[src/rtl/tcat_pkg.sv]
// Shared types and constants of the TCP connection acknowledgement tracker.
package tcat_pkg;

   localparam int unsigned QueueDepthDefault = 2;

   localparam int unsigned AddrWidth   = 32;
   localparam int unsigned PortWidth   = 16;
   localparam int unsigned SeqWidth    = 32;
   localparam int unsigned LenWidth    = 16;
   localparam int unsigned HdrWidth    = 4;

   // One classified packet on its way from the front end to the tracker.
   typedef struct packed {
      logic                is_local;
      logic                fin;
      logic [SeqWidth-1:0] seq;
      logic [SeqWidth-1:0] ack;
      logic [SeqWidth-1:0] rel_seq;
      logic [SeqWidth-1:0] rel_ack;
      logic [LenWidth-1:0] segment_length;
   } entry_type;

endpackage

[src/rtl/tcat_front.sv]
// Front end: captures the connection origin, classifies direction, computes relative numbers.
module tcat_front import tcat_pkg::*; (
   input  logic                 clock,
   input  logic                 reset,
   input  logic                 take,
   input  logic [AddrWidth-1:0] src_addr,
   input  logic [PortWidth-1:0] src_port,
   input  logic [SeqWidth-1:0]  abs_seq,
   input  logic [SeqWidth-1:0]  abs_ack,
   input  logic [LenWidth-1:0]  ip_total_length,
   input  logic [HdrWidth-1:0]  ip_header_words,
   input  logic [HdrWidth-1:0]  tcp_header_words,
   input  logic                 syn_flag,
   input  logic                 fin_flag,
   output entry_type            entry
);

   logic                 origin_taken_ff, origin_taken_in;
   logic [AddrWidth-1:0] local_address_ff, local_address_in;
   logic [PortWidth-1:0] local_port_ff, local_port_in;
   logic [SeqWidth-1:0]  local_seq_origin_ff, local_seq_origin_in;
   logic [SeqWidth-1:0]  remote_seq_origin_ff, remote_seq_origin_in;

   logic [SeqWidth-1:0]  local_org;
   logic [SeqWidth-1:0]  remote_org;
   logic                 is_local;
   logic [LenWidth-1:0]  hdr_bytes;

   always_comb begin
      // First packet after reset defines the local side and both origins.
      local_org  = origin_taken_ff ? local_seq_origin_ff  : abs_seq - SeqWidth'(1);
      remote_org = origin_taken_ff ? remote_seq_origin_ff : abs_ack - SeqWidth'(1);
      is_local   = !origin_taken_ff ||
                   (src_addr == local_address_ff && src_port == local_port_ff);
      hdr_bytes  = LenWidth'({ip_header_words, 2'b00}) + LenWidth'({tcp_header_words, 2'b00});

      entry.is_local       = is_local;
      entry.fin            = fin_flag;
      entry.seq            = abs_seq;
      entry.ack            = abs_ack;
      entry.rel_seq        = abs_seq - (is_local ? local_org : remote_org);
      entry.rel_ack        = abs_ack - (is_local ? remote_org : local_org);
      entry.segment_length = ip_total_length - hdr_bytes
                             + LenWidth'(syn_flag) + LenWidth'(fin_flag);

      origin_taken_in      = origin_taken_ff;
      local_address_in     = local_address_ff;
      local_port_in        = local_port_ff;
      local_seq_origin_in  = local_seq_origin_ff;
      remote_seq_origin_in = remote_seq_origin_ff;
      if (take && !origin_taken_ff) begin
         origin_taken_in      = 1'b1;
         local_address_in     = src_addr;
         local_port_in        = src_port;
         local_seq_origin_in  = local_org;
         remote_seq_origin_in = remote_org;
      end
   end

   always_ff @(posedge clock) begin
      if (reset) begin
         origin_taken_ff <= 1'b0;
      end else begin
         origin_taken_ff <= origin_taken_in;
      end
   end

   always_ff @(posedge clock) begin
      local_address_ff     <= local_address_in;
      local_port_ff        <= local_port_in;
      local_seq_origin_ff  <= local_seq_origin_in;
      remote_seq_origin_ff <= remote_seq_origin_in;
   end

endmodule

[src/rtl/tcat_queue.sv]
// Short queue of classified packets between front end and tracker.
module tcat_queue import tcat_pkg::*; #(
   parameter int unsigned Depth = QueueDepthDefault
) (
   input  logic      clock,
   input  logic      reset,
   input  logic      wr_en,
   input  entry_type wr_data,
   output logic      full,
   input  logic      rd_en,
   output entry_type rd_data,
   output logic      empty
);

   localparam int unsigned PtrWidth = (Depth > 1) ? $clog2(Depth) : 1;
   localparam int unsigned CntWidth = $clog2(Depth + 1);

   entry_type           mem [Depth];
   logic [PtrWidth-1:0] wr_ptr_ff, wr_ptr_in;
   logic [PtrWidth-1:0] rd_ptr_ff, rd_ptr_in;
   logic [CntWidth-1:0] count_ff, count_in;

   assign full    = (count_ff == CntWidth'(Depth));
   assign empty   = (count_ff == '0);
   assign rd_data = mem[rd_ptr_ff];

   always_comb begin
      wr_ptr_in = wr_ptr_ff;
      rd_ptr_in = rd_ptr_ff;
      count_in  = count_ff;
      if (wr_en) begin
         wr_ptr_in = (wr_ptr_ff == PtrWidth'(Depth - 1)) ? '0 : wr_ptr_ff + PtrWidth'(1);
      end
      if (rd_en) begin
         rd_ptr_in = (rd_ptr_ff == PtrWidth'(Depth - 1)) ? '0 : rd_ptr_ff + PtrWidth'(1);
      end
      if (wr_en && !rd_en) begin
         count_in = count_ff + CntWidth'(1);
      end else if (rd_en && !wr_en) begin
         count_in = count_ff - CntWidth'(1);
      end
   end

   always_ff @(posedge clock) begin
      if (reset) begin
         wr_ptr_ff <= '0;
         rd_ptr_ff <= '0;
         count_ff  <= '0;
      end else begin
         wr_ptr_ff <= wr_ptr_in;
         rd_ptr_ff <= rd_ptr_in;
         count_ff  <= count_in;
      end
   end

   always_ff @(posedge clock) begin
      if (wr_en) begin
         mem[wr_ptr_ff] <= wr_data;
      end
   end

endmodule

[src/rtl/tcat_back.sv]
// Back end: tracks highest seq/ack and FINs per direction and holds the result register.
module tcat_back import tcat_pkg::*; (
   input  logic                clock,
   input  logic                reset,
   input  logic                q_empty,
   input  entry_type           q_data,
   output logic                q_pop,
   output logic                rsp_valid,
   input  logic                rsp_ready,
   output logic                rsp_is_local,
   output logic [SeqWidth-1:0] rsp_rel_seq,
   output logic [SeqWidth-1:0] rsp_rel_ack,
   output logic [LenWidth-1:0] rsp_segment_length,
   output logic                rsp_new_local_ack,
   output logic                rsp_session_finished
);

   logic                valid_ff, valid_in;
   logic [SeqWidth-1:0] hi_local_seq_ff, hi_local_seq_in;
   logic [SeqWidth-1:0] hi_remote_ack_ff, hi_remote_ack_in;
   logic [SeqWidth-1:0] hi_remote_seq_ff, hi_remote_seq_in;
   logic [SeqWidth-1:0] hi_local_ack_ff, hi_local_ack_in;
   logic                local_fin_seen_ff, local_fin_seen_in;
   logic [SeqWidth-1:0] local_fin_seq_ff, local_fin_seq_in;
   logic                remote_fin_seen_ff, remote_fin_seen_in;
   logic [SeqWidth-1:0] remote_fin_seq_ff, remote_fin_seq_in;

   logic                is_local_ff;
   logic [SeqWidth-1:0] rel_seq_ff;
   logic [SeqWidth-1:0] rel_ack_ff;
   logic [LenWidth-1:0] seglen_ff;
   logic                new_ack_ff, new_ack_in;
   logic                done_ff, done_in;

   // Advance when the result register is free or its transfer completes now.
   assign q_pop = !q_empty && (!valid_ff || rsp_ready);

   always_comb begin
      hi_local_seq_in    = hi_local_seq_ff;
      hi_remote_ack_in   = hi_remote_ack_ff;
      hi_remote_seq_in   = hi_remote_seq_ff;
      hi_local_ack_in    = hi_local_ack_ff;
      local_fin_seen_in  = local_fin_seen_ff;
      local_fin_seq_in   = local_fin_seq_ff;
      remote_fin_seen_in = remote_fin_seen_ff;
      remote_fin_seq_in  = remote_fin_seq_ff;
      new_ack_in         = 1'b0;

      if (q_data.is_local) begin
         if (q_data.seq > hi_local_seq_ff) begin
            hi_local_seq_in = q_data.seq;
         end
         if (q_data.ack > hi_remote_ack_ff) begin
            hi_remote_ack_in = q_data.ack;
         end
         if (q_data.fin) begin
            local_fin_seen_in = 1'b1;
            local_fin_seq_in  = q_data.seq;
         end
      end else begin
         if (q_data.seq > hi_remote_seq_ff) begin
            hi_remote_seq_in = q_data.seq;
         end
         if (q_data.ack > hi_local_ack_ff) begin
            hi_local_ack_in = q_data.ack;
            new_ack_in      = 1'b1;
         end
         if (q_data.fin) begin
            remote_fin_seen_in = 1'b1;
            remote_fin_seq_in  = q_data.seq;
         end
      end

      done_in = local_fin_seen_in && remote_fin_seen_in &&
                (hi_local_ack_in > local_fin_seq_in) &&
                (hi_remote_ack_in > remote_fin_seq_in);

      if (q_pop) begin
         valid_in = 1'b1;
      end else if (rsp_ready) begin
         valid_in = 1'b0;
      end else begin
         valid_in = valid_ff;
      end
   end

   always_ff @(posedge clock) begin
      if (reset) begin
         valid_ff           <= 1'b0;
         hi_local_seq_ff    <= '0;
         hi_remote_ack_ff   <= '0;
         hi_remote_seq_ff   <= '0;
         hi_local_ack_ff    <= '0;
         local_fin_seen_ff  <= 1'b0;
         local_fin_seq_ff   <= '0;
         remote_fin_seen_ff <= 1'b0;
         remote_fin_seq_ff  <= '0;
      end else begin
         valid_ff <= valid_in;
         if (q_pop) begin
            hi_local_seq_ff    <= hi_local_seq_in;
            hi_remote_ack_ff   <= hi_remote_ack_in;
            hi_remote_seq_ff   <= hi_remote_seq_in;
            hi_local_ack_ff    <= hi_local_ack_in;
            local_fin_seen_ff  <= local_fin_seen_in;
            local_fin_seq_ff   <= local_fin_seq_in;
            remote_fin_seen_ff <= remote_fin_seen_in;
            remote_fin_seq_ff  <= remote_fin_seq_in;
         end
      end
   end

   always_ff @(posedge clock) begin
      if (q_pop) begin
         is_local_ff <= q_data.is_local;
         rel_seq_ff  <= q_data.rel_seq;
         rel_ack_ff  <= q_data.rel_ack;
         seglen_ff   <= q_data.segment_length;
         new_ack_ff  <= new_ack_in;
         done_ff     <= done_in;
      end
   end

   assign rsp_valid            = valid_ff;
   assign rsp_is_local         = is_local_ff;
   assign rsp_rel_seq          = rel_seq_ff;
   assign rsp_rel_ack          = rel_ack_ff;
   assign rsp_segment_length   = seglen_ff;
   assign rsp_new_local_ack    = new_ack_ff;
   assign rsp_session_finished = done_ff;

endmodule

[src/rtl/tcp_connection_ack_tracker.sv]
// Top level of the TCP connection acknowledgement tracker.
//
// Usage: one packet header of a single connection is a transfer on the req_
// channel (valid/ready); each packet gives exactly one result transfer on the
// rsp_ channel, in order. The first packet after reset is the local side and
// fixes the local address/port and both sequence origins.
// Path: an accepted packet is written into the queue; the tracker then loads
// it from the head of the queue into the result register once that register
// is free and the packets ahead of it have gone, and rsp_valid rises with that
// load (front end into the queue, tracker into the result register).
// Throughput: one packet per cycle while rsp_ready stays high, set by the tracker
// update (32-bit compares and selects on the per-direction registers).
// Reset: synchronous, clears the origin flag, all trackers, the queue and the
// result valid flag; no transfer is pending afterwards.
// Stall: while rsp_ready is low the result register holds; the queue of
// QueueDepth entries keeps taking packets until full, then req_ready drops.
module tcp_connection_ack_tracker import tcat_pkg::*; #(
   parameter int unsigned QueueDepth = QueueDepthDefault
) (
   input  logic                 clock,
   input  logic                 reset,
   input  logic                 req_valid,
   output logic                 req_ready,
   input  logic [AddrWidth-1:0] req_src_addr,
   input  logic [PortWidth-1:0] req_src_port,
   input  logic [SeqWidth-1:0]  req_abs_seq,
   input  logic [SeqWidth-1:0]  req_abs_ack,
   input  logic [LenWidth-1:0]  req_ip_total_length,
   input  logic [HdrWidth-1:0]  req_ip_header_words,
   input  logic [HdrWidth-1:0]  req_tcp_header_words,
   input  logic                 req_syn_flag,
   input  logic                 req_fin_flag,
   output logic                 rsp_valid,
   input  logic                 rsp_ready,
   output logic                 rsp_is_local,
   output logic [SeqWidth-1:0]  rsp_rel_seq,
   output logic [SeqWidth-1:0]  rsp_rel_ack,
   output logic [LenWidth-1:0]  rsp_segment_length,
   output logic                 rsp_new_local_ack,
   output logic                 rsp_session_finished
);

   entry_type front_entry;
   entry_type q_data;
   logic      q_full;
   logic      q_empty;
   logic      q_pop;
   logic      take;

   assign req_ready = !q_full;
   assign take      = req_valid && req_ready;

   tcat_front u_front (
      .clock            (clock),
      .reset            (reset),
      .take             (take),
      .src_addr         (req_src_addr),
      .src_port         (req_src_port),
      .abs_seq          (req_abs_seq),
      .abs_ack          (req_abs_ack),
      .ip_total_length  (req_ip_total_length),
      .ip_header_words  (req_ip_header_words),
      .tcp_header_words (req_tcp_header_words),
      .syn_flag         (req_syn_flag),
      .fin_flag         (req_fin_flag),
      .entry            (front_entry)
   );

   tcat_queue #(
      .Depth (QueueDepth)
   ) u_queue (
      .clock   (clock),
      .reset   (reset),
      .wr_en   (take),
      .wr_data (front_entry),
      .full    (q_full),
      .rd_en   (q_pop),
      .rd_data (q_data),
      .empty   (q_empty)
   );

   tcat_back u_back (
      .clock                (clock),
      .reset                (reset),
      .q_empty              (q_empty),
      .q_data               (q_data),
      .q_pop                (q_pop),
      .rsp_valid            (rsp_valid),
      .rsp_ready            (rsp_ready),
      .rsp_is_local         (rsp_is_local),
      .rsp_rel_seq          (rsp_rel_seq),
      .rsp_rel_ack          (rsp_rel_ack),
      .rsp_segment_length   (rsp_segment_length),
      .rsp_new_local_ack    (rsp_new_local_ack),
      .rsp_session_finished (rsp_session_finished)
   );

endmodule

[config.mk]
export PLATFORM = sky130hd
export DESIGN_NAME = tcp_connection_ack_tracker
export DESIGN_NICKNAME = d
export VERILOG_FILES = /design/src/rtl/tcat_pkg.sv /design/src/rtl/tcat_front.sv /design/src/rtl/tcat_queue.sv /design/src/rtl/tcat_back.sv /design/src/rtl/tcp_connection_ack_tracker.sv
export SDC_FILE = /design/constraint.sdc
export NUM_CORES = 1
export LEC_CHECK = 0
export BUFFER_PORTS_ARGS = -buffer_cell sky130_fd_sc_hd__buf_2
export CAP_MARGIN = 5
export CELL_PAD_IN_SITES_DETAIL_PLACEMENT = 0
export CELL_PAD_IN_SITES_GLOBAL_PLACEMENT = 1
export CORE_UTILIZATION = 25
export DETAILED_ROUTE_END_ITERATION = 16
export PLACE_DENSITY = 0.49
export SLEW_MARGIN = 20
export SYNTH_ARGS = -nofsm -noshare
export SYNTH_HDL_FRONTEND = slang
export SYNTH_SLANG_ARGS = --single-unit
[constraint.sdc]
create_clock -name clock -period 6.8 [get_ports clock]
set_clock_uncertainty 0.15 [all_clocks]
set_input_delay 0.34 -clock clock [delete_from_list [all_inputs] [get_ports clock]]
set_output_delay 0.34 -clock clock [all_outputs]
set_load 0.01 [all_outputs]
* Word-level counts from Yosys, hierarchy flattened *
Memory sizes are Yosys's and may differ from the RTL's. A register that Yosys moved wholly into a read port is not among the register bits.
Cells that the tools add are included.

word-level totals
  bits of input ports = 142
  logic and storage cells = 88
  memories kept = 1
  output and inout bits = 85
  RAM bits = 292
  bits in registers = 331

cells by class
  mux-type cells = 27
  add/subtract/negate cells = 12
  equal/unequal tests = 3
  order comparisons = 4
  reduce and logical (&&, ||, !) cells = 20

memories
  name         words  bits a word  rd ports  clocked after Yosys merged registers in  wr ports  line              RTL
  u_queue.mem  2      146          1         1                                        1         tcat_queue.sv:18  entry_type mem [Depth];

operator list
  operator               count
  $mux 32                12
  $gt 32x32->1           4
  $sub 32x1->32 const B  2
  $sub 32x32->32         2
  $add 16x1->16          2
  $eq 32x32->1           1
  $eq 16x16->1           1
  $sub 16x16->16         1
  $mux 1                 13
  $logic_and 1x1->1      9
  $add 6x6->7            1
  $logic_not 1->1        6
  $mux 2                 2
  $reduce_bool 2->1      2
  $add 1x1->1 const B    2
  $add 2x1->2 const B    1
  $eq 2x2->1 const B     1
  $logic_not 2->1        1
  $logic_or 1x1->1       2
  $sub 2x1->2 const B    1

* Longest topological paths before layout *
Gate-level depths: netlist of run 1.

  word-level depth = 7
  gate-level depth with buffers = 24
  mapped depth without buffers = 20

* Hierarchy *
A second synthesis of run 1 with hierarchy kept.

second synthesis, totals
  cell total of the unflattened synthesis = 2785
  area total of the unflattened synthesis = 33592.2 µm²

by module, submodules not included
  module                      sequential area each (µm²)  cells an instance  instances  area an instance (µm²)
  tcat_back                   5114.9                      1156               1          12025.3
  tcat_queue                  8868.5                      476                1          10800.4
  tcat_front                  3383.2                      1151               1          10756.6
  tcp_connection_ack_tracker  0.0                         2                  1          10.0

* Worst setup path after synthesis of run 1 *
OpenSTA, ideal clock, no wires.

  path kind = register to register
  from = register u_queue.count_ff[0]
  to = memory u_queue.mem[0][0] in the netlist's numbering, enable pin
  library setup time = 653 ps
  data required time = 5997 ps
  clock period less this slack = 7577 ps
  slack = -777 ps
  arrival = 6774 ps
  cell stages (with the launch flop) = 4
  path through = dfxtp_1 nand2b_1 nand2_1 nor2_1

between the ends
  longest elaborated chain between the ends = 5

ends and longest elaborated chain
  element                       line                              RTL
  start, declared               tcat_queue.sv:21                  logic [CntWidth-1:0] count_ff, count_in;
  start signal, assigned        tcat_queue.sv:52                  count_ff <= count_in;
  $eq 2x2->1                    tcat_queue.sv:23                  assign full = (count_ff == CntWidth'(Depth));
  $logic_not 1->1               tcp_connection_ack_tracker.sv:50  assign req_ready = !q_full;
  net req_ready                 tcp_connection_ack_tracker.sv:23  output logic req_ready,
  $logic_and 1x1->1             tcp_connection_ack_tracker.sv:51  assign take = req_valid && req_ready;
  $mux 1                        tcat_queue.sv:57                  if (wr_en) begin
  $mux 1 (not written as such)  tcat_queue.sv:58                  mem[wr_ptr_ff] <= wr_data;
  end, declared                 tcat_queue.sv:18

The timed path passes the listed nets, and every way through them passes these cells.

==> results.toml, run 1 <==
[outcome]
status = "complete, no violations"

[synth]
avgSynthCellArea_um2 = 11.7
ys_seq_area_share_pct = 53.1
synth-seq-cells = 624
yosys.area.top_type = "edfxtp_1"
synth-async-reset-ratio_pct = 0
postSynthNetCount = 3147
yosysUniqueCellTypes = 69
yosysWarningCount = 0
syn_inst = 2783
synth.area.top_cells = "edfxtp_1, dfxtp_1, ha_1"
synth_flop_cell = "edfxtp_1"
syn_area_mm2 = 0.0327
synth_top_area_share_pct = 44.7
synth_edf_count = 487

[cts]
root_buffer = "clkbuf_16"
cts_sinks = 624
cts_inserted_buffers = 78
cts-hold-fix-buffers = 115
clk_latency_ns = 0.66
cts_resized = 0
cts_htree_levels = 3
clk_pin_slew_ns = 0.06
tritoncts = "done"
cts_setup_buffers = 0
clockBufferDepth = 3

[floorplan]
die_x_um = 364
start_util_pct = 25.2
ioPinCount = 227
core_area_mm2 = 0.130
die_h_um = 364
die_area_mm2 = 0.132
num_rows = 132

[global_routing]
grt_pass1_wl_mm = 143
gr-total-overflow = 0
grt_usage_pct = 14.4
grt_max_degree = 117
grt_antenna_before_repair = 17
grt_pass1_vias = 22100

[power_and_ir_drop]
p_clk_share_pct = 25.5
p_switching_uw = 6210
ir_worst_vdd_uv = 224
p_leak_uw = 0.0147
power.density_mw_per_mm2 = 426
p_seq_share_pct = 34.6
p_sw_share_pct = 36.5
comb_power_share_pct = 39.9
intPower_uw = 10800

[final_layout]
finalInstanceArea_mm2 = 0.0399
area_growth_pct = 22.0
final_nets = 3497
fillers = 13400
drive_gt1_share_pct = 18.9
stdcell_count = 4945

[setup_path]
critical_path.max_stage_delay_ns = 0.62
crit_type = "reg -> reg"
critical_path_arrival_ns = 5.97
crit_chain = "buf_12, mux2_2, ha_1, nor2b_1, o21a_1, o21a_1, o21ai_0, a21oi_1, a211oi_1, a21o_1, buf_4, buf_4, mux2_2, ha_1, nand3_1, nor2_1, nand2_1, nor2_1, a221oi_1, o21ai_0, a21oi_1, a211oi_1"
crit_buf_inv = 3
start_kind = "flop"
cp.required_ns = 7.05
cp_top_family = "compound AO/OA/AOI/OAI gates"
path_max_fanout = 26
endpoint_kind = "flop"
crit_slowest_cell = "dfxtp_4"

[place]
place_area_mm2 = 0.0361
dp.cells = 4680
hpwlAfterDp_mm = 69.1
gp_congestion = 0.793
io_buffer_count = 226

[sta]
max_slew.worst_pin.slew_ns = 1.05
slew_violations = 0
fmax_mhz = 175
rsz0062_at_grt = "no"
slew_headroom_pct = 30.3
setup_viol = 0
fin_crit_ns = 5.72
fin_crit_sh_pct = 84.1
hold_viol = 0
setup_tns_ns = 0

[hold_path]
hold_path.class = "in -> reg"

[routing]
dr.first_iter.drc_count = 1397
via_per_inst = 4.53
drc = 0
wl_per_cell_um = 19.4
firstDrtPassIters = 5
totalWireLength_mm = 96.0
num_vias = 22400
ant_nets = 0

[flow_run]
drv_cap = 0
==> registers in the layout (all words and copies together), names as in the netlist, 2 cells and up, named ones only <==
register / count
u_queue.mem: 292
u_back.rsp_segment_length: 16
u_queue.count_ff: 2
u_back.rsp_rel_ack: 32
u_back.remote_fin_seq_ff: 32
u_front.local_port_ff: 16
u_front.local_seq_origin_ff: 32
u_back.hi_remote_ack_ff: 32
u_back.hi_local_ack_ff: 32
u_front.local_address_ff: 32
u_back.local_fin_seq_ff: 32
u_front.remote_seq_origin_ff: 32
u_back.rsp_rel_seq: 32
==> power groups by stage <==
stage / clock [uW] / combinational [uW] / sequential (uW)
global route: 4630 / 7590 / 6000
floorplan: 0 / 4480 / 6010
detailed placement: 0 / 6830 / 5970
CTS: 4510 / 6930 / 5910
global placement: 0 / 6850 / 5960
finish: 4330 / 6790 / 5890
==> per-stage QoR <==
stage          hold WS, ns  power, uW  utilization, %  worst slack (ns)
5_1_grt             0.0797      18200            30.8             0.662
2_1_floorplan        0.284      10500               -             0.503
3_3_place_gp         0.298      12800            27.8              1.00
6_report            0.0909      17000            30.8              1.08
4_1_cts             0.0193      17300            30.8             0.952
3_5_place_dp         0.301      12800            27.8             0.951
==> cells by family (layout without fill, tap and decap cells) <==
family	count (synthesis)	after routing	synth area share [%]
buffers and inverters	228	643	2.62
other	0	5	0
and+or+nand+nor	667	667	10.0
adders and majority gates	222	222	8.59
DFF	624	624	53.1
xor gates and xnor gates	179	179	4.80
AOI/OAI and AO/OA	555	555	10.7
muxes	308	308	10.1
==> area by class of cell <==
class	count	area [um^2]	share of cell area, %
inverters	115	437	1.09
repair buffers	383	2660	6.68
flip-flops and latches	624	17400	43.6
well taps	1742	2180	5.46
clock inverters	53	574	1.44
clock buffers	92	2080	5.21
diodes	5	12.5	0.0314
multi-input cells	1931	14600	36.5
==> synthesized netlist by cell type (5+ instances only) <==
| cell type | n |
|---|---|
| o31ai_1 | 7 |
| dfxtp_1 | 137 |
| nand3_1 | 21 |
| or4_1 | 10 |
| or2_2 | 7 |
| o21bai_1 | 12 |
| clkbuf_1 | 99 |
| o31a_1 | 5 |
| and3_1 | 7 |
| nor2b_1 | 15 |
| o21ai_0 | 91 |
| edfxtp_1 | 487 |
| mux2_2 | 176 |
| nand2_1 | 114 |
| a211oi_1 | 41 |
| a22oi_1 | 50 |
| a21o_1 | 78 |
| inv_1 | 114 |
| or3_1 | 10 |
| nor2_1 | 223 |
| nor3_1 | 98 |
| xor2_1 | 46 |
| nor4_1 | 22 |
| o21ai_1 | 16 |
| nand4_1 | 45 |
| a21oi_1 | 175 |
| a31oi_1 | 12 |
| ha_1 | 218 |
| nand2b_1 | 75 |
| xnor2_1 | 133 |
| buf_1 | 13 |
| o21a_1 | 24 |
| mux2i_1 | 131 |
==> worst min-delay path, cell delays in order <==
cell and delay, ns:
buf_2 0.09, ha_1 0.20, xor2_1 0.10
==> cells in the final DEF (no fill, tap or decap), types with 10 or more instances in the layout <==
cell type | synthesis | layout
edfxtp_1 | 487 | 487
a21oi_1 | 175 | 175
nand3_1 | 21 | 21
clkbuf_16 | 0 | 81
nor2_1 | 223 | 219
dlygate4sd3_1 | 0 | 115
inv_1 | 114 | 113
ha_1 | 218 | 218
buf_4 | 0 | 38
nand4_1 | 45 | 45
clkbuf_1 | 99 | 10
xor2_1 | 46 | 46
o21ai_0 | 91 | 91
a21o_1 | 78 | 78
clkinvlp_4 | 0 | 12
or3_1 | 10 | 10
nor2b_1 | 15 | 15
o21a_1 | 24 | 24
a211oi_1 | 41 | 40
a31oi_1 | 12 | 12
nand2b_1 | 75 | 75
o21bai_1 | 12 | 12
bufinv_16 | 0 | 10
clkinv_2 | 0 | 10
xnor2_1 | 133 | 133
a22oi_1 | 50 | 50
nor4_1 | 22 | 22
nor3_1 | 98 | 98
buf_2 | 1 | 225
dfxtp_1 | 137 | 135
or4_1 | 10 | 10
o21ai_1 | 16 | 15
nand2_1 | 114 | 113
mux2i_1 | 131 | 129
mux2_2 | 176 | 176
clkinv_1 | 1 | 11
==> path summary, 6_finish.rpt <==
path | start | end | slack (ns) | cells past startpoint
hold reg to reg | u_back.remote_fin_seq_ff[0] | u_back.remote_fin_seq_ff[0] | 0.30 | 2
setup reg to reg | flop | u_back.rsp_session_finished | 1.08 | 22
setup / recovery | flop | u_back.rsp_session_finished | 1.08 | 22
hold / removal | req_ip_total_length[12] | u_queue.mem[0][13] | 0.09 | 3
==> per-layer routing <==
layer	global-route usage, %	vias to the layer above	routed length (um)
li1	-	11100	-
met1	20.9	10800	47700
met2	21.8	392	42200
met3	2.19	131	3680
met4	4.77	14	2340
met5	0	-	97
Power figures use the tool's default switching activity.
==> run 2: changes to the inputs <==
- clock period: 6.8 -> 4.8 ns (I/O delays scaled with it)
==> run 2 against run 1 <==
Net effect: the run now ends with negative setup slack left; sequential power rose by 40%; worst hold slack got worse by 0.042 ns; core utilization rose by 3.7 points; critical path type unchanged; largest cell class unchanged; highest routed layer unchanged.
==> results.toml, run 2 (synthesis results as in run 1) <==
[sta]
max_slew.worst_pin.slew_ns = 1.09
fin_ws_ns = -0.149
hold_viol = 0
fin_crit_ns = 4.95
slew_headroom_pct = 27.6
slew_violations = 0
fin_crit_sh_pct = 103
fmax_mhz = 202
setup_viol = 3
rsz0062_at_grt = "yes"

[routing]
top_layer = "met5"
route.met3.wl_mm = 3.37
dr.first_iter.drc_count = 1167
wl_met1_mm = 49.5
num_vias = 24100
wl_met2_mm = 47.0
firstDrtPassIters = 5
ant_nets = 0
totalWireLength_mm = 102
drc = 0
wl_per_cell_um = 19.0
via_per_inst = 4.49

[power_and_ir_drop]
p_leak_uw = 0.0172
ir_worst_vdd_uv = 278
p_total_uw = 26600
power.density_mw_per_mm2 = 597

[setup_path]
path_max_fanout = 8
worst-r2r-cell-count = 22
crit_type = "reg -> reg"
r2r_slack_ns = -0.15
endpoint_kind = "flop"
r2r_end = "u_back.rsp_session_finished"
cp.required_ns = 5.05
critical_path_arrival_ns = 5.20
start_kind = "flop"
critical_path.max_stage_delay_ns = 0.39
crit_chain = "buf_6, buf_8, mux2_4, ha_1, a21o_1, a21o_1, a21oi_2, o21ai_2, a21o_1, a211oi_2, a21o_4, buf_12, mux2_4, ha_4, nor2b_1, o21a_1, o21a_1, o21a_1, o21a_1, o21a_1, o21bai_1, a211oi_2"
crit_top_cell = "o21a_1"
crit_slowest_cell = "dfxtp_4"

[cts]
clk_pin_slew_ns = 0.06
cts_inserted_buffers = 77
cts_htree_levels = 3
clk_latency_ns = 0.67
clockBufferDepth = 3
root_buffer = "clkbuf_16"
tritoncts = "done"
cts_sinks = 624

[final_layout]
final_nets = 3921
post-route-util_pct = 34.4
multi_input_area_mm2 = 0.0157
seq_area_mm2 = 0.0174
drive_gt1_share_pct = 31.9
fillers = 13100
final_cell_mix = "edfxtp_1, buf_4, buf_2"
largest_reg_flops = 292
area_growth_pct = 36.5
finalInstanceArea_mm2 = 0.0446
top_register = "u_queue.mem"
layout_commonest_cell = "edfxtp_1"

[hold_path]
min_to = "u_queue.mem[1][144]"
hold_depth = 2
hold_start = "req_valid"
hold_path.class = "in -> reg"

[global_routing]
grt_pass1_wl_mm = 153
grt_antenna_before_repair = 5
grt_pass1_vias = 24500
gr-total-overflow = 0
grt_max_degree = 113
grt_usage_pct = 15.3

[floorplan]
die_area_mm2 = 0.132
core_area_mm2 = 0.130
num_rows = 132
ioPinCount = 227
die_x_um = 364
die_h_um = 364
start_util_pct = 25.2

[outcome]
failed_checks = "negative setup slack"
status = "finished, violations left"

[flow_run]
drv_cap = 0

[place]
io_buffer_count = 226
gp_congestion = 0.806
place_area_mm2 = 0.0389
hpwlAfterDp_mm = 73.4
[run 2: worst max-delay path, delay by kind of cell (launching register included)]
family | cells | cell delay [ns]
adder cells (fa/ha/maj) | 2 | 0.51
AO/OA/AOI/OAI | 14 | 2.47
buffers and inverters | 3 | 0.40
multiplexers | 2 | 0.63
flip-flops | 1 | 0.39
AND/OR/NAND/NOR | 1 | 0.12
[run 2: metal layers]
| metal | vias to the layer above | GRT usage (%) |
|---|---|---|
| li1 | 11900 | - |
| met4 | 6 | 4.62 |
| met5 | - | 0 |
| met2 | 350 | 24.5 |
| met3 | 105 | 2.11 |
| met1 | 11700 | 21.3 |
[run 2: layout make-up]
| cell class | count | share of cell area, % |
|---|---|---|
| antenna | 3 | 0.0168 |
| clock buffer | 90 | 4.54 |
| clock inverter | 51 | 1.37 |
| inverter | 115 | 0.984 |
| multi-input combinational | 1931 | 35.2 |
| sequential | 624 | 38.9 |
| tap | 1742 | 4.88 |
| timing repair buffer | 808 | 14.0 |
[run 2: worst max-delay path by stage]
stage / startpoint / to / slack [ns] / cells past startpoint
global route: flop / u_back.rsp_session_finished / -0.33 / 24
detailed placement: u_front.local_address_ff[15] / u_queue.mem[0][76] / -0.96 / 20
global placement: u_front.local_address_ff[22] / u_queue.mem[0][76] / -1.05 / 20
CTS: u_front.local_address_ff[11] / u_queue.mem[0][76] / -0.18 / 20
floorplan: flop / u_back.rsp_session_finished / 0.007 / 23
finish: flop / u_back.rsp_session_finished / -0.15 / 22
[run 2: where the power goes]
group	internal (uW)	switching, uW	total [uW]
clock network	3690	2490	6180
logic	5670	6500	12200
registers	7760	512	8270
total	17100	9510	26600
[run 2: what timing repair did]
item	CTS	global route
pin swaps	55	56
hold endpoints to repair	242	0
hold buffers	129	0
buffers inserted	28	10
gates cloned	3	2
gates resized for setup	158	118
setup endpoints to repair	69	59
[run 2: through the flow]
step                instances  setup TNS [ns]  setup slack, ns  hold WS, ns
floorplan                2783               0          0.00727        0.189
global placement         5053          -31.77            -1.05        0.292
detailed placement       5053          -29.62           -0.961        0.297
CTS                      5351          -0.739           -0.180      0.00220
global route             5363           -2.65           -0.326       0.0403
finish                   5364          -0.291           -0.149       0.0488
==> run 3: changes to the inputs <==
- ABC_AREA: default -> 1
- PLACE_DENSITY: 0.49 -> 0.51
==> run 3 against run 2 <==
Net effect: the run now ends clean; via count grew 18%; synthesized area grew 6.0%; count of clock-buffer cells in the layout grew 6; final cell count increased by 19%; first-iteration DRC count increased by 50%; critical path depth is 2 higher; worst setup slack better by 0.52 ns; total power rose by 3.0%; sequential power grew 3.3%; critical path type unchanged; critical endpoint is now u_queue.mem[0][72].
==> results.toml, run 3 <==
[routing]
via_per_inst = 4.46
num_vias = 28500
wl_per_cell_um = 19.1
firstDrtPassIters = 7
drc = 0
totalWireLength_mm = 122
ant_nets = 0
dr.first_iter.drc_count = 1753

[cts]
cts_htree_levels = 3
tritoncts = "done"
cts_inserted_buffers = 82
clk_pin_slew_ns = 0.06
root_buffer = "clkbuf_16"
clk_latency_ns = 0.70
clockBufferDepth = 3
cts_sinks = 624

[synth]
syn_area_mm2 = 0.0347
syn_inst = 4109
synth_flop_cell = "edfxtp_1"
synth.area.top_cells = "edfxtp_1, nand2_1, dfxtp_1"
yosys.area.top_type = "edfxtp_1"
synth.most_common_cell = "nand2_1"
synth_top_area_share_pct = 42.2
ys_seq_area_share_pct = 50.1
avgSynthCellArea_um2 = 8.43
postSynthNetCount = 4473
synth_common_cells = "nand2_1, inv_1, edfxtp_1"
synth-async-reset-ratio_pct = 0
synth_edf_count = 487
synth-seq-cells = 624
yosysUniqueCellTypes = 46
yosysWarningCount = 0

[place]
hpwlAfterDp_mm = 91.5
dpl_worst_slack_ns = 0.00388
gp_congestion = 0.886
io_buffer_count = 226

[power_and_ir_drop]
p_leak_uw = 0.0189
power.density_mw_per_mm2 = 646
comb_power_share_pct = 47.2
p_sw_share_pct = 43.5
p_total_uw = 27400
ir_worst_vdd_uv = 847
intPower_uw = 15500
p_clk_share_pct = 21.7
p_switching_uw = 11900
p_seq_share_pct = 31.1

[sta]
rsz0062_at_grt = "no"
fin_ws_ns = 0.376
setup_viol = 0
fmax_mhz = 226
holdWs_ns = 0.0719
fin_crit_ns = 4.42
slew_violations = 0
hold_viol = 0
max_slew.worst_pin.slew_ns = 0.985
slew_headroom_pct = 34.4
fin_crit_sh_pct = 92.2

[setup_path]
crit_type = "reg -> reg"
critical_path.max_stage_delay_ns = 0.40
cp_top_family = "simple AND/OR/NAND/NOR gates"
cp.required_ns = 5.09
start_kind = "flop"
crit_slowest_cell = "fa_1"
path_max_fanout = 83
critical_path_arrival_ns = 4.71
endpoint_kind = "flop"
crit_chain = "inv_1, nand2_1, nand2_1, nand2_1, nor2_1, nand2_1, nor2_2, nand3_1, nand2_2, buf_16, nand2_1, o21ai_0, ha_1, inv_1, fa_1, nand3_1, nand2_1, nand3_1, nand3_1, a21oi_2, o21ai_0, nand2_1, a21o_1, nand2_1"
crit_top_cell = "nand2_1"
crit_buf_inv = 3

[outcome]
status = "complete, no violations"

[final_layout]
layout_commonest_cell = "nand2_1"
seq_area_mm2 = 0.0174
post-route-util_pct = 30.9
drive_gt1_share_pct = 10.8
multi_input_area_mm2 = 0.0147
fillers = 14600
area_growth_pct = 22.4
top_register = "u_queue.mem"
final_cell_mix = "nand2_1, inv_1, edfxtp_1"
final_nets = 4887
largest_reg_flops = 292

[floorplan]
die_area_mm2 = 0.140
core_area_mm2 = 0.137
die_h_um = 374
ioPinCount = 227
num_rows = 136
die_x_um = 374
start_util_pct = 25.2

[global_routing]
grt_usage_pct = 17.2
gr-total-overflow = 0
grt_antenna_before_repair = 6
grt_pass1_vias = 28100
grt_pass1_wl_mm = 181
grt_max_degree = 147

[flow_run]
drv_cap = 0

[hold_path]
hold_path.class = "in -> reg"
-- run 3: changes by cell type in the layout (fill, tap and decap cells not counted), moves of 80 or more --
cell     previous run  this run
buf_4             396       100
nand3_1            18       238
nand2_1           111      1191
o21ai_0            69       231
mux2i_1           118         8
nor3_1             95        15
inv_1             110       563
a21oi_1           154       317
mux2_2            153         0
-- run 3: power groups by stage --
stage	sequential, uW	combinational, uW	clock (uW)
2_1_floorplan	8820	7950	0
3_3_place_gp	8650	13100	0
3_5_place_dp	8650	13100	0
4_1_cts	8560	13200	6170
5_1_grt	8700	14700	6350
6_report	8540	12900	5940
-- run 3: path summary, 6_finish.rpt --
check	start	endpoint	slack, ns	depth (start not counted)
worst max-delay path	u_front.local_address_ff[31]	u_queue.mem[0][72]	0.38	24
worst min register to register	u_queue.rd_ptr_ff	u_queue.rd_ptr_ff	0.30	1
worst min-delay path	req_ip_total_length[5]	u_queue.mem[0][5]	0.07	4
worst max register to register	u_front.local_address_ff[31]	u_queue.mem[0][72]	0.38	24
-- run 3: timing repair --
item,in CTS,in global routing
endpoints found under the setup margin,2,25
endpoints found under the hold margin,234,0
setup buffers,0,0
gates resized for setup,1,6
hold buffers,130,0
-- run 3: area by class of cell --
class	count	share of cell area, %
tap	1794	5.29
clock buffer	96	5.06
inverter	568	5.04
sequential	624	41.0
antenna	3	0.0177
timing repair buffer	466	8.01
clock inverter	54	1.08
multi-input combinational	2781	34.6
-- run 3: kinds of logic after synthesis --
| logic type | after synthesis | share of synthesized area (%) |
|---|---|---|
| AND/OR/NAND/NOR | 1759 | 20.4 |
| adder cells (fa/ha/maj) | 222 | 8.10 |
| XOR/XNOR | 117 | 2.96 |
| multiplexers | 8 | 0.231 |
| AO/OA/AOI/OAI | 675 | 10.4 |
| buffers and inverters | 704 | 7.76 |
| flip-flops | 624 | 50.1 |
-- run 3: worst min-delay path, delay by kind of cell --
kind | cells | cell delay (ns)
buffers and inverters | 1 | 0.09
XOR/XNOR | 1 | 0.09
adder cells (fa/ha/maj) | 2 | 0.33
-- run 3: per-layer routing --
metal / global-route usage (%) / routed length [um] / vias up
met1: 22.2 / 54900 / 13400
met4: 4.19 / 2650 / 6
met3: 2.88 / 5000 / 137
met2: 29.6 / 59100 / 501
li1: - / - / 14400
met5: 0 / 43 / -
-- run 3: metrics by stage --
stage	std cells	area [um^2]	setup TNS, ns
5_1_grt	6384	42400	0
3_3_place_gp	6103	38500	0
6_report	6386	42400	0
3_5_place_dp	6103	38500	0
2_1_floorplan	4109	34700	-77.84
4_1_cts	6383	42400	0
